==> src/hw/rtl/iirdf2_pkg.sv <==
// Shared types and constants of the direct form II IIR filter unit.
package iirdf2_pkg;

	// Filter order; taps above it are never read
	localparam int ORDER = 3;
	// Coefficient registers per side: gain plus three feedback, four feed-forward
	localparam int NUM_TAPS = 4;
	localparam int TAP_W = $clog2(NUM_TAPS);
	localparam int RING_DEPTH = ORDER + 1;
	localparam int SLOT_W = (RING_DEPTH > 1) ? $clog2(RING_DEPTH) : 1;

	localparam int COEF_W = 24;
	localparam int SAMPLE_W = 16;
	localparam int STATE_W = 32;
	localparam int PROD_W = COEF_W + STATE_W;
	// Four products of 56 bits plus sign growth
	localparam int ACC_W = PROD_W + 2;

	// Rounding points: state keeps 16 fraction bits, output 15, accumulator 36
	localparam int W_SHIFT = 20;
	localparam int Y_SHIFT = 21;
	localparam int W_FULL_W = ACC_W + 1 - W_SHIFT;
	localparam int Y_FULL_W = ACC_W + 1 - Y_SHIFT;

	localparam logic signed [STATE_W-1:0] STATE_MAX = {1'b0, {(STATE_W-1){1'b1}}};
	localparam logic signed [STATE_W-1:0] STATE_MIN = {1'b1, {(STATE_W-1){1'b0}}};
	localparam logic signed [SAMPLE_W-1:0] SAMPLE_MAX = {1'b0, {(SAMPLE_W-1){1'b1}}};
	localparam logic signed [SAMPLE_W-1:0] SAMPLE_MIN = {1'b1, {(SAMPLE_W-1){1'b0}}};

	// Configuration register indexes
	localparam int CFG_IDX_W = 3;
	localparam logic [CFG_IDX_W-1:0] REG_GAIN = 3'd0;
	localparam logic [CFG_IDX_W-1:0] REG_FB1 = 3'd1;
	localparam logic [CFG_IDX_W-1:0] REG_FB2 = 3'd2;
	localparam logic [CFG_IDX_W-1:0] REG_FB3 = 3'd3;
	localparam logic [CFG_IDX_W-1:0] REG_FF0 = 3'd4;
	localparam logic [CFG_IDX_W-1:0] REG_FF1 = 3'd5;
	localparam logic [CFG_IDX_W-1:0] REG_FF2 = 3'd6;
	localparam logic [CFG_IDX_W-1:0] REG_FF3 = 3'd7;

	// Q4.20 value 1.0
	localparam logic signed [COEF_W-1:0] COEF_ONE = 24'sd1048576;

	typedef logic signed [COEF_W-1:0] coef_t;

	typedef enum logic [2:0] {
		S_IDLE,
		S_FB,
		S_FB_DRAIN,
		S_W_STORE,
		S_FF,
		S_FF_DRAIN,
		S_Y_OUT
	} state_t;

	typedef enum logic [1:0] {
		ACC_HOLD,
		ACC_LOAD,
		ACC_ADD,
		ACC_SUB
	} acc_op_t;

	typedef struct packed {
		logic              load_x;
		logic              mul_en;
		logic              phase_ff;
		logic [TAP_W-1:0]  tap;
		acc_op_t           acc_op;
		logic              w_store;
		logic              y_load;
	} cmd_t;

endpackage

==> src/hw/rtl/iir_direct_form_two_filter_unit.sv <==
// Top level of the direct form II IIR filter unit: configuration registers and core.
//
// Third-order direct form II IIR filter in fixed point. Each accepted
// transaction on the input channel carries one signed Q1.15 sample and
// produces exactly one transaction on the output channel: the filtered Q1.15
// sample and a flag that is set when either the internal state or the output
// was clipped. The intermediate value w = gain*x - sum a_i*w[n-i] is rounded
// half up to Q16.16, saturated to 32 bits and kept in a ring of ORDER+1
// entries that reset clears; the output y = sum b_i*w[n-i] is rounded half
// up to Q1.15 and saturated. One 24x32 multiplier with a registered product
// is shared by all taps, so a sample runs through these steps from one
// acceptance to the earliest next one: the idle state that takes it,
// ORDER+1 feedback multiplies, a drain of the product register, rounding
// and storing w, ORDER+1 feed-forward multiplies, a drain and the load
// of the output register. The output register parts the two sides, so a
// new sample is taken while an earlier result still waits; only the final
// load stalls when that result has not been taken yet.
// Coefficients are eight signed
// Q4.20 registers written through the configuration channel (index 0 gain,
// 1..3 feedback taps, 4 first feed-forward tap, 5..7 the rest); write them
// only while the filter is idle. Reset sets gain and first feed-forward tap
// to 1.0 and the rest to zero.
module iir_direct_form_two_filter_unit (
	input  logic                                    clk,
	input  logic                                    arst_n,
	input  logic                                    in_valid,
	output logic                                    in_ready,
	input  logic signed [iirdf2_pkg::SAMPLE_W-1:0]  sample_in,
	output logic                                    out_valid,
	input  logic                                    out_ready,
	output logic signed [iirdf2_pkg::SAMPLE_W-1:0]  sample_out,
	output logic                                    saturated,
	input  logic                                    cfg_valid,
	output logic                                    cfg_ready,
	input  logic [iirdf2_pkg::CFG_IDX_W-1:0]        cfg_index,
	input  logic signed [iirdf2_pkg::COEF_W-1:0]    cfg_data
);

	iirdf2_pkg::coef_t fb_coef_q [iirdf2_pkg::NUM_TAPS];
	iirdf2_pkg::coef_t ff_coef_q [iirdf2_pkg::NUM_TAPS];
	iirdf2_pkg::cmd_t  cmd;

	// Configuration writes are always taken
	assign cfg_ready = 1'b1;

	// Coefficient bank: decode the index and update one register per transaction
	always_ff @(posedge clk or negedge arst_n) begin
		if (!arst_n) begin
			for (int i = 0; i < iirdf2_pkg::NUM_TAPS; i++) begin
				fb_coef_q[i] <= '0;
				ff_coef_q[i] <= '0;
			end
			fb_coef_q[0] <= iirdf2_pkg::COEF_ONE;
			ff_coef_q[0] <= iirdf2_pkg::COEF_ONE;
		end else if (cfg_valid && cfg_ready) begin
			unique case (cfg_index)
				iirdf2_pkg::REG_GAIN: fb_coef_q[0] <= cfg_data;
				iirdf2_pkg::REG_FB1:  fb_coef_q[1] <= cfg_data;
				iirdf2_pkg::REG_FB2:  fb_coef_q[2] <= cfg_data;
				iirdf2_pkg::REG_FB3:  fb_coef_q[3] <= cfg_data;
				iirdf2_pkg::REG_FF0:  ff_coef_q[0] <= cfg_data;
				iirdf2_pkg::REG_FF1:  ff_coef_q[1] <= cfg_data;
				iirdf2_pkg::REG_FF2:  ff_coef_q[2] <= cfg_data;
				iirdf2_pkg::REG_FF3:  ff_coef_q[3] <= cfg_data;
			endcase
		end
	end

	// Sequencer: walks the taps and drives the handshakes
	iirdf2_ctrl u_ctrl (
		.clk       (clk),
		.arst_n    (arst_n),
		.in_valid  (in_valid),
		.in_ready  (in_ready),
		.out_valid (out_valid),
		.out_ready (out_ready),
		.cmd       (cmd)
	);

	// Arithmetic, history ring and output register
	iirdf2_datapath u_datapath (
		.clk        (clk),
		.arst_n     (arst_n),
		.cmd        (cmd),
		.sample_in  (sample_in),
		.fb_coef    (fb_coef_q),
		.ff_coef    (ff_coef_q),
		.sample_out (sample_out),
		.saturated  (saturated)
	);

endmodule

==> src/hw/rtl/iirdf2_datapath.sv <==
// Datapath: shared multiplier, accumulator, history ring and output register.
module iirdf2_datapath (
	input  logic                                   clk,
	input  logic                                   arst_n,
	input  iirdf2_pkg::cmd_t                       cmd,
	input  logic signed [iirdf2_pkg::SAMPLE_W-1:0] sample_in,
	input  iirdf2_pkg::coef_t                      fb_coef [iirdf2_pkg::NUM_TAPS],
	input  iirdf2_pkg::coef_t                      ff_coef [iirdf2_pkg::NUM_TAPS],
	output logic signed [iirdf2_pkg::SAMPLE_W-1:0] sample_out,
	output logic                                   saturated
);

	localparam int CALC_W = iirdf2_pkg::TAP_W + 1;

	logic signed [iirdf2_pkg::SAMPLE_W-1:0] x_q;
	logic signed [iirdf2_pkg::STATE_W-1:0]  ring_q [iirdf2_pkg::RING_DEPTH];
	logic [iirdf2_pkg::SLOT_W-1:0]          slot_q;
	logic signed [iirdf2_pkg::PROD_W-1:0]   prod_s1;
	iirdf2_pkg::acc_op_t                    op_s1;
	logic signed [iirdf2_pkg::ACC_W-1:0]    acc_q;
	logic                                   sat_w_q;
	logic signed [iirdf2_pkg::SAMPLE_W-1:0] sample_out_q;
	logic                                   saturated_q;

	logic [CALC_W-1:0]                      idx_calc;
	logic [iirdf2_pkg::SLOT_W-1:0]          ring_idx;
	iirdf2_pkg::coef_t                      coef_sel;
	logic signed [iirdf2_pkg::STATE_W-1:0]  opnd;
	logic signed [iirdf2_pkg::PROD_W-1:0]   prod_d;
	logic signed [iirdf2_pkg::ACC_W:0]      w_sum;
	logic signed [iirdf2_pkg::ACC_W:0]      y_sum;
	logic signed [iirdf2_pkg::W_FULL_W-1:0] w_full;
	logic signed [iirdf2_pkg::Y_FULL_W-1:0] y_full;
	logic signed [iirdf2_pkg::STATE_W-1:0]  w_sat;
	logic signed [iirdf2_pkg::SAMPLE_W-1:0] y_sat;
	logic                                   w_clip;
	logic                                   y_clip;

	// Tap j reads slot - j modulo ring depth
	always_comb begin
		idx_calc = CALC_W'(slot_q) + CALC_W'(iirdf2_pkg::RING_DEPTH) - CALC_W'(cmd.tap);
		if (idx_calc >= CALC_W'(iirdf2_pkg::RING_DEPTH)) begin
			idx_calc = idx_calc - CALC_W'(iirdf2_pkg::RING_DEPTH);
		end
		ring_idx = idx_calc[iirdf2_pkg::SLOT_W-1:0];
	end

	always_comb begin
		coef_sel = cmd.phase_ff ? ff_coef[cmd.tap] : fb_coef[cmd.tap];
		if (!cmd.phase_ff && cmd.tap == '0) begin
			// Input term enters as twice the sample
			opnd = iirdf2_pkg::STATE_W'(signed'({x_q, 1'b0}));
		end else begin
			opnd = ring_q[ring_idx];
		end
		prod_d = coef_sel * opnd;
	end

	// Round half up, then clip
	always_comb begin
		w_sum = (iirdf2_pkg::ACC_W+1)'(acc_q) + (iirdf2_pkg::ACC_W+1)'(1 << (iirdf2_pkg::W_SHIFT-1));
		y_sum = (iirdf2_pkg::ACC_W+1)'(acc_q) + (iirdf2_pkg::ACC_W+1)'(1 << (iirdf2_pkg::Y_SHIFT-1));
		w_full = signed'(w_sum[iirdf2_pkg::ACC_W:iirdf2_pkg::W_SHIFT]);
		y_full = signed'(y_sum[iirdf2_pkg::ACC_W:iirdf2_pkg::Y_SHIFT]);
		w_clip = 1'b1;
		y_clip = 1'b1;
		priority if (w_full > iirdf2_pkg::STATE_MAX) begin
			w_sat = iirdf2_pkg::STATE_MAX;
		end else if (w_full < iirdf2_pkg::STATE_MIN) begin
			w_sat = iirdf2_pkg::STATE_MIN;
		end else begin
			w_sat = w_full[iirdf2_pkg::STATE_W-1:0];
			w_clip = 1'b0;
		end
		priority if (y_full > iirdf2_pkg::SAMPLE_MAX) begin
			y_sat = iirdf2_pkg::SAMPLE_MAX;
		end else if (y_full < iirdf2_pkg::SAMPLE_MIN) begin
			y_sat = iirdf2_pkg::SAMPLE_MIN;
		end else begin
			y_sat = y_full[iirdf2_pkg::SAMPLE_W-1:0];
			y_clip = 1'b0;
		end
	end

	// Payload registers
	always_ff @(posedge clk) begin
		if (cmd.load_x) begin
			x_q <= sample_in;
		end
		if (cmd.mul_en) begin
			prod_s1 <= prod_d;
		end
		unique case (op_s1)
			iirdf2_pkg::ACC_LOAD: acc_q <= iirdf2_pkg::ACC_W'(prod_s1);
			iirdf2_pkg::ACC_ADD:  acc_q <= acc_q + iirdf2_pkg::ACC_W'(prod_s1);
			iirdf2_pkg::ACC_SUB:  acc_q <= acc_q - iirdf2_pkg::ACC_W'(prod_s1);
			iirdf2_pkg::ACC_HOLD: acc_q <= acc_q;
		endcase
		if (cmd.w_store) begin
			sat_w_q <= w_clip;
		end
		if (cmd.y_load) begin
			sample_out_q <= y_sat;
			saturated_q <= sat_w_q | y_clip;
		end
	end

	// Control and filter state
	always_ff @(posedge clk or negedge arst_n) begin
		if (!arst_n) begin
			op_s1 <= iirdf2_pkg::ACC_HOLD;
			slot_q <= '0;
			for (int i = 0; i < iirdf2_pkg::RING_DEPTH; i++) begin
				ring_q[i] <= '0;
			end
		end else begin
			op_s1 <= cmd.mul_en ? cmd.acc_op : iirdf2_pkg::ACC_HOLD;
			if (cmd.w_store) begin
				ring_q[slot_q] <= w_sat;
			end
			if (cmd.y_load) begin
				slot_q <= (slot_q == iirdf2_pkg::SLOT_W'(iirdf2_pkg::ORDER)) ?
					'0 : slot_q + 1'b1;
			end
		end
	end

	assign sample_out = sample_out_q;
	assign saturated = saturated_q;

	// A product is accumulated only in the cycle right after it was issued
	a_op_follows_mul: assert property (@(posedge clk) disable iff (!arst_n)
		!$past(cmd.mul_en) |-> op_s1 == iirdf2_pkg::ACC_HOLD)
		else $error("accumulator moved without a fresh product");

	a_slot_range: assert property (@(posedge clk) disable iff (!arst_n)
		slot_q <= iirdf2_pkg::SLOT_W'(iirdf2_pkg::ORDER))
		else $error("ring slot beyond order");

	a_store_not_with_load: assert property (@(posedge clk) disable iff (!arst_n)
		!(cmd.w_store && cmd.y_load))
		else $error("state store and output load in one cycle");

endmodule

==> src/hw/rtl/iirdf2_ctrl.sv <==
// Controller: sequences the feedback and feed-forward taps and owns the handshakes.
module iirdf2_ctrl (
	input  logic             clk,
	input  logic             arst_n,
	input  logic             in_valid,
	output logic             in_ready,
	output logic             out_valid,
	input  logic             out_ready,
	output iirdf2_pkg::cmd_t cmd
);

	iirdf2_pkg::state_t              state_q;
	iirdf2_pkg::state_t              state_d;
	logic [iirdf2_pkg::TAP_W-1:0]    tap_q;
	logic [iirdf2_pkg::TAP_W-1:0]    tap_d;
	logic                            out_valid_q;
	logic                            out_free;
	logic                            last_tap;

	assign out_free = !out_valid_q || out_ready;
	assign last_tap = (tap_q == iirdf2_pkg::TAP_W'(iirdf2_pkg::ORDER));
	assign in_ready = (state_q == iirdf2_pkg::S_IDLE);
	assign out_valid = out_valid_q;

	always_ff @(posedge clk or negedge arst_n) begin
		if (!arst_n) begin
			state_q <= iirdf2_pkg::S_IDLE;
			tap_q <= '0;
			out_valid_q <= 1'b0;
		end else begin
			state_q <= state_d;
			tap_q <= tap_d;
			if (cmd.y_load) begin
				out_valid_q <= 1'b1;
			end else if (out_ready) begin
				out_valid_q <= 1'b0;
			end
		end
	end

	always_comb begin
		state_d = state_q;
		tap_d = tap_q;
		cmd = '0;
		cmd.tap = tap_q;
		cmd.acc_op = iirdf2_pkg::ACC_HOLD;
		unique case (state_q)
			iirdf2_pkg::S_IDLE: begin
				tap_d = '0;
				if (in_valid) begin
					cmd.load_x = 1'b1;
					state_d = iirdf2_pkg::S_FB;
				end
			end
			iirdf2_pkg::S_FB: begin
				cmd.mul_en = 1'b1;
				cmd.acc_op = (tap_q == '0) ? iirdf2_pkg::ACC_LOAD : iirdf2_pkg::ACC_SUB;
				if (last_tap) begin
					tap_d = '0;
					state_d = iirdf2_pkg::S_FB_DRAIN;
				end else begin
					tap_d = tap_q + 1'b1;
				end
			end
			iirdf2_pkg::S_FB_DRAIN: begin
				state_d = iirdf2_pkg::S_W_STORE;
			end
			iirdf2_pkg::S_W_STORE: begin
				cmd.w_store = 1'b1;
				state_d = iirdf2_pkg::S_FF;
			end
			iirdf2_pkg::S_FF: begin
				cmd.mul_en = 1'b1;
				cmd.phase_ff = 1'b1;
				cmd.acc_op = (tap_q == '0) ? iirdf2_pkg::ACC_LOAD : iirdf2_pkg::ACC_ADD;
				if (last_tap) begin
					tap_d = '0;
					state_d = iirdf2_pkg::S_FF_DRAIN;
				end else begin
					tap_d = tap_q + 1'b1;
				end
			end
			iirdf2_pkg::S_FF_DRAIN: begin
				state_d = iirdf2_pkg::S_Y_OUT;
			end
			iirdf2_pkg::S_Y_OUT: begin
				// Hold until the output register is free
				if (out_free) begin
					cmd.y_load = 1'b1;
					state_d = iirdf2_pkg::S_IDLE;
				end
			end
			default: begin
				state_d = iirdf2_pkg::S_IDLE;
			end
		endcase
	end

	a_valid_from_load: assert property (@(posedge clk) disable iff (!arst_n)
		$rose(out_valid) |-> $past(state_q == iirdf2_pkg::S_Y_OUT))
		else $error("output valid raised outside the output state");

	a_accept_starts: assert property (@(posedge clk) disable iff (!arst_n)
		in_valid && in_ready |=> state_q == iirdf2_pkg::S_FB && tap_q == '0)
		else $error("accepted sample did not start the feedback pass");

	a_tap_range: assert property (@(posedge clk) disable iff (!arst_n)
		tap_q <= iirdf2_pkg::TAP_W'(iirdf2_pkg::ORDER))
		else $error("tap counter beyond order");

	a_no_overwrite: assert property (@(posedge clk) disable iff (!arst_n)
		cmd.y_load |-> !out_valid_q || out_ready)
		else $error("pending result overwritten");

endmodule

==> config.mk <==
export PLATFORM = sky130hd
export DESIGN_NAME = iir_direct_form_two_filter_unit
export DESIGN_NICKNAME = d
export VERILOG_FILES = /design/src/hw/rtl/iirdf2_pkg.sv /design/src/hw/rtl/iir_direct_form_two_filter_unit.sv /design/src/hw/rtl/iirdf2_datapath.sv /design/src/hw/rtl/iirdf2_ctrl.sv
export SDC_FILE = /design/constraint.sdc
export NUM_CORES = 2
export LEC_CHECK = 0
export BUFFER_PORTS_ARGS = -buffer_cell sky130_fd_sc_hd__buf_2
export CAP_MARGIN = 20
export CELL_PAD_IN_SITES_DETAIL_PLACEMENT = 1
export CELL_PAD_IN_SITES_GLOBAL_PLACEMENT = 1
export CORE_ASPECT_RATIO = 1.1
export CORE_MARGIN = 1.5
export CORE_UTILIZATION = 45
export DETAILED_ROUTE_END_ITERATION = 7
export GPL_ROUTABILITY_DRIVEN = 0
export PLACE_DENSITY = 0.85
export SETUP_SLACK_MARGIN = 0.05
export SLEW_MARGIN = 20
export SYNTH_ARGS = -nofsm -noshare
export SYNTH_HDL_FRONTEND = slang
export SYNTH_SLANG_ARGS = --single-unit
==> constraint.sdc <==
create_clock -name clk -period 12.4 [get_ports clk]
set_input_delay 1.24 -clock clk [delete_from_list [all_inputs] [get_ports clk]]
set_output_delay 1.24 -clock clk [all_outputs]
set_load 0.01 [all_outputs]
Word-level counts from Yosys, hierarchy flattened
Cells that the tools add are included. Widths: inputs -> output; s select.

Bits in registers: 478. Input bits: 48.

Mux-type cells: 43. Reductions and logical operators: 21. Add/sub/neg operators: 9. Bitwise operators: 4. Magnitude comparators: 9. Equal/unequal tests: 22. $mul: 1.

Operator list (number): $mux 32 (6); $pmux 58 s3 (1); $bwmux 128 (1); $mux 24 (5); $bmux 24 s2 (2); $bmux 32 s2 (1); $demux 32 s2 (1); $add 58x21->59 const B (1); $add 58x22->59 const B (1); $add 58x56->58 (1); $sub 58x56->58 (1); $mul 24x32->56 (1); $gt 39x32->1 const B (1); $lt 39x32->1 const B (1); $gt 38x16->1 const B (1); $lt 38x16->1 const B (1); $eq 3x3->1 const B (7); $pmux 3 s7 (1); $mux 16 (1); $reduce_and 2->1 (8); $eq 3x2->1 const B (4); $ge 3x3->1 const B (4); $mux 1 (12); $mux 2 (6); other kinds (22) (40).

Depth between registers and ports, before layout
Depth in word-level cells: 10. Gate-level depth with buffers: 38. Mapped depth without buffers: 35.

Hierarchy
Synthesis repeated with hierarchy kept, for this count alone.

Cell total of the unflattened synthesis: 5369. Area, all modules: 52938.3 um2.

By module, submodules not included: iirdf2_datapath (cells an instance 4909, instances 1, area an instance 45255.9 um2, seq. area each 7747.4 um2); iir_direct_form_two_filter_unit (cells an instance 417, instances 1, area an instance 7264.5 um2, seq. area each 4807.1 um2); iirdf2_ctrl (cells an instance 43, instances 1, area an instance 417.9 um2, seq. area each 150.1 um2).

Least setup slack after synthesis
No wires, ideal clock.

Kind: flip-flop to flip-flop. Start point: register u_datapath.slot_q[0] (netlist bit). End point: register u_datapath.prod_s1[54] (netlist bit), data pin. Setup time: 264 ps. Setup slack: 2784 ps. Data arrival time: 9352 ps. Path buffers: 4. Cell stages (with the launch flop): 35. Cell sequence: dfrtp_1 > inv_1 > ha_1 > xnor2_1 > xnor2_1 > buf_1 > clkbuf_1 > buf_1 > mux4_2 > mux2i_1 > clkbuf_1 > nor2_1 > fa_1 > inv_1 > fa_1 > inv_1 > fa_1 > fa_1 > fa_1 > fa_1 > inv_1 > fa_1 > inv_1 > ha_1 > a21o_1 > a21o_1 > a21oi_1 > o21ai_0 > a21o_1 > a221oi_2 > o31ai_1 > a2111oi_0 > o21bai_1 > a221oi_1 > xnor2_1.

Longest elaborated chain between the ends: 10. Elaborated cells between the ends (all ways): 11.

RTL lines: start: declaration (RTL line iirdf2_datapath.sv:17) `logic [iirdf2_pkg::SLOT_W-1:0] slot_q;`; start signal: assignment (RTL line iirdf2_datapath.sv:122) `slot_q <= (slot_q == iirdf2_pkg::SLOT_W'(iirdf2_pkg::ORDER)) ?`; $add 2x3->3 * (RTL line iirdf2_datapath.sv:41) `idx_calc = CALC_W'(slot_q) + CALC_W'(iirdf2_pkg::RING_DEPTH) - CALC_W'(cmd.tap);`; $sub 3x2->3 * (RTL line iirdf2_datapath.sv:41); $ge 3x3->1 or $sub 2x1->2 (tied branches) (RTL line iirdf2_datapath.sv:42, iirdf2_datapath.sv:43); $mux 2 * (RTL line iirdf2_datapath.sv:42) `if (idx_calc >= CALC_W'(iirdf2_pkg::RING_DEPTH)) begin`; $not 2->3 (not written as such) * (RTL line iirdf2_datapath.sv:54) `opnd = ring_q[ring_idx];`; $bmux 32 s2 * (RTL line iirdf2_datapath.sv:54); $mux 32 (not written as such) * (2 in a row) (RTL line iirdf2_datapath.sv:54); $mux 32 * (RTL line iirdf2_datapath.sv:50) `if (!cmd.phase_ff && cmd.tap == '0) begin`; $mul 24x32->56 * (RTL line iirdf2_datapath.sv:56) `prod_d = coef_sel * opnd;`; via u_datapath.prod_d, one bit (RTL line iirdf2_datapath.sv:29) `logic signed [iirdf2_pkg::PROD_W-1:0] prod_d;`; end signal: assignment (RTL line iirdf2_datapath.sv:91) `prod_s1 <= prod_d;`; end: declaration (RTL line iirdf2_datapath.sv:18) `logic signed [iirdf2_pkg::PROD_W-1:0] prod_s1;`.

Mark *: on every way through the listed nets, which the timed path passes. The rest lies on a longest branch. The select of a mux whose other input is x is not followed. A chain may end at the register's enable or synchronous reset.

Worst setup path in the final report
Start point: register u_ctrl.tap_q[0] (netlist bit). End point: register u_datapath.prod_s1[54] (netlist bit), data pin.

Longest elaborated chain between the ends: 9. Elaborated cells between the ends (all ways): 20.

RTL lines: start: declaration (RTL line iirdf2_ctrl.sv:14) `logic [iirdf2_pkg::TAP_W-1:0] tap_q;`; start signal: assignment (RTL line iirdf2_ctrl.sv:32) `tap_q <= tap_d;`; $sub 3x2->3 (RTL line iirdf2_datapath.sv:41); $ge 3x3->1 or $sub 2x1->2 (tied branches) (RTL line iirdf2_datapath.sv:42, iirdf2_datapath.sv:43); $mux 2 (RTL line iirdf2_datapath.sv:42); $not 2->3 (not written as such) (RTL line iirdf2_datapath.sv:54); $bmux 32 s2 (RTL line iirdf2_datapath.sv:54); $mux 32 (not written as such) (2 in a row) (RTL line iirdf2_datapath.sv:54); $mux 32 (RTL line iirdf2_datapath.sv:50); $mul 24x32->56 * (RTL line iirdf2_datapath.sv:56); via u_datapath.prod_d, one bit (RTL line iirdf2_datapath.sv:29).

Marked as above.

==> summary.md <==
| Metric | Value |
|---|---|
| YS warnings | 0 |
| Setup crit start kind | flip-flop |
| Ys flop type | dfrtp_1 |
| Stages on the worst setup path | 31 |
| Drt total wl | 183000 um |
| Slew headroom | 0.216 |
| First DRT Iteration DRCs | 3354 |
| Total Routing Usage GR | 0.312 |
| Final min period | 11130 ps |
| CP max-delay cell | ha_2 |
| Ys async rst share | 0.690 |
| Vias in the first global route | about 47000 |
| First-pass GRT wire length | 280000 um |
| Final Max Tran Viols | 0 |
| RSZ-0062 raised after global routing | no |
| Post_cts resized | 0 |
| Die ar. | 119000 um^2 |
| Design area | 56600 um^2 |
| Hold Path Class | flip-flop to flip-flop |
| Total setup buffers inserted after CTS | 0 |
| Setup TNS Final | 0 ps |
| Seq/Total Area, Yosys | 0.242 |
| CP Launch Point | u_ctrl.tap_q[0] |
| Worst Clk Skew | 23.4 ps |
| Area after DPL | 54700 um^2 |
| CTS Root Cell | clkbuf_16 |
| Slowest cell delay on critical path | 880 ps |
| Worst-margin pin slew | 1170 ps |
| EDFF count, synth | 148 |
| Via Count | 40900 |
| Status | finished clean |
| Setup CP Type | flip-flop to flip-flop |
| Syn-to-layout area delta | 7.68% |
| Layout cells sized above 1 | 0.128 |
| Synth Register Bits | ~480 |
| CTS clk-pin slew, worst paths | 70 ps |
| FF-to-FF Start | u_ctrl.tap_q[0] |
| Worst Hold Depth | 2 |
| Final hold vios | 0 |
| Period utilization | 0.898 |
| Clock latency on the worst-skew pair | 660 ps |
| Initial antenna violation count | 5 |
| Critical Path RT | 12790 ps |
| Wire length per cell | ~27 um |
| Hold_sp | u_datapath.ring_q[27] |
| CP bufs+invs | 7 |
| Clock Sinks | 478 |
| Synthesized cell area | 52600 um^2 |
| Worst-path fanout max | 29 |
| Top-Level Pins | 68 |
| Drt pass-1 iters | 7 |
| Syn_nets | roughly 6300 |
| CTS tree | built |
| Maximum clock path buffer count | 3 |
| Crit-path most repeated cell | fa_1 |
| IO Port Bufs | 66 |
| Cells after Synth | 5293 |
| Final setup viols | 0 |
| DRT antenna net count | 0 |
| Area of the core | 116000 um^2 |
| Final net count | 6288 |
| Peak Freq | 89.8 MHz |
| CTS buffer count | between 50 and 60 |
| # rows | 131 |
| Die Ht | 361 um |
| WHS | 479 ps |
| DR vias/cell | 6.00 |
| Nature of the critical path endpoint | flip-flop |
| CP arrival | 11530 ps |
| Syn_area_per_cell | 9.93 um^2 |
| Pin count of the biggest net entering global routing | 160 |
| R2r worst-path depth | 31 |
| Total gr overflow | 0 |
| CTS Hold Buffers Added | 0 |
| Initial Util | 0.454 |
| Yosys cell types | 85 |
| H-tree levels | 2 |
| Post-DP HPWL | 139000 um |
| Delay-heaviest family, CP | adder cells |
| Maxcap violations | 0 |
| Die W | 329 um |
| Drt drc | 0 |
## cell usage after synthesis (all sizes together), types with 9 or more instances
| cell | n | area [um^2] |
|---|---|---|
| inv | 818 | 3070 |
| a21o | 78 | 586 |
| nor2b | 29 | 181 |
| a211oi | 9 | 67.6 |
| fa | 784 | 15700 |
| nor2 | 471 | 1770 |
| xor2 | 96 | 841 |
| xnor2 | 135 | 1180 |
| mux2i | 50 | 500 |
| and3 | 18 | 113 |
| and2 | 28 | 175 |
| a21oi | 155 | 885 |
| mux4 | 64 | 1440 |
| o21a | 21 | 158 |
| o21ai | 241 | 1210 |
| a31oi | 25 | 156 |
| dfrtp | 328 | 8210 |
| edfxtp | 148 | 4440 |
| nand2 | 670 | 2510 |
| nor3 | 36 | 190 |
| clkbuf | 247 | 930 |
| mux2 | 265 | 2980 |
| ha | 217 | 2720 |
| o21bai | 16 | 120 |
| or2 | 14 | 87.6 |
| a211o | 10 | 87.6 |
| nand4 | 40 | 250 |
| buf | 33 | 159 |
| o31ai | 20 | 150 |
| nand2b | 46 | 288 |
| nand3 | 54 | 270 |
| or3 | 12 | 75.1 |
| nor4 | 16 | 130 |
## metrics by stage
| stage | util | cells | worst slack [ps] |
|---|---|---|---|
| floorplan | - | 5293 | 2780 |
| global placement | 0.472 | 6710 | 1770 |
| CTS | 0.488 | 6810 | 1410 |
| finish | 0.489 | 6814 | 1270 |
| detailed placement | 0.472 | 6710 | 1460 |
| global route | 0.489 | 6813 | 990 |
## placed cells by master, fill, tap and decap left out, types with 36 or more instances in the layout
| cell type | n |
|---|---|
| mux4_2 | 64 |
| nand3_1 | 54 |
| buf_2 | 65 |
| dfrtp_1 | 325 |
| edfxtp_1 | 148 |
| a21oi_1 | 126 |
| o21ai_0 | 111 |
| buf_4 | 100 |
| xor2_1 | 96 |
| mux2i_1 | 36 |
| o21ai_1 | 128 |
| xnor2_1 | 134 |
| a21o_1 | 78 |
| nor2_1 | 469 |
| ha_1 | 216 |
| nand4_1 | 40 |
| fa_1 | 784 |
| clkbuf_16 | 57 |
| inv_1 | 817 |
| mux2_2 | 264 |
| nand2b_1 | 46 |
| nand2_1 | 666 |
## worst min-delay path: cells and delay by family, from the launching register on
kind	cells	cell delay (ps)
simple gates	1	50
flops	1	330
compound gates	1	60
## sequential cells by signal, indices dropped and copies added, names as in the netlist, 3 cells and up
| register | count |
|---|---|
| u_datapath.ring_q | 128 |
| fb_coef_q | 96 |
| ff_coef_q | 96 |
| u_datapath.acc_q | 58 |
| u_datapath.prod_s1 | 56 |
| u_datapath.sample_out | 16 |
| u_datapath.x_q | 16 |
| u_ctrl.state_q | 3 |
## layout make-up
class | count | area (um^2)
Antenna cell | 2 | 5.00
Inverter | 818 | 3070
Multi-Input combinational cell | 3717 | 35900
Clock inverter | 22 | 215
Sequential cell | 478 | 12700
Clock buffer | 78 | 1580
Tap cell | 1529 | 1910
Timing Repair Buffer | 170 | 1180
Fill cell | 12800 | 59300
## layer usage
metal	part of all wire	track usage	wire length [um]
met1	0.35	0.355	64800
met2	0.49	0.528	90600
met3	0.073	0.0603	13500
met4	0.079	0.217	14500
met5	0.00026	0	48
## logic make-up after synthesis
kind of cell,count (synthesis),synth area share
buffers and inverters,1098,0.0791
and+or+nand+nor,1464,0.120
other,1,0.0000713
DFF,478,0.242
muxes,379,0.0937
AOI/OAI and AO/OA,641,0.0769
adders and majority gates,1001,0.350
xor gates and xnor gates,231,0.0385
## final timing paths
| path | endpoint | slack, ps |
|---|---|---|
| setup / recovery | u_datapath.prod_s1[54] | 1270 |
| hold / removal | u_datapath.ring_q[27] | 480 |
| setup reg to reg | u_datapath.prod_s1[54] | 1270 |
| hold reg to reg | u_datapath.ring_q[27] | 480 |
| max in group asynchronous | u_datapath.ring_q[75] | 9490 |
| min in group asynchronous | fb_coef_q[20] | 660 |
Power is not shown: default switching activity piles up to over one toggle a cycle in this logic, so the estimate is an artifact.
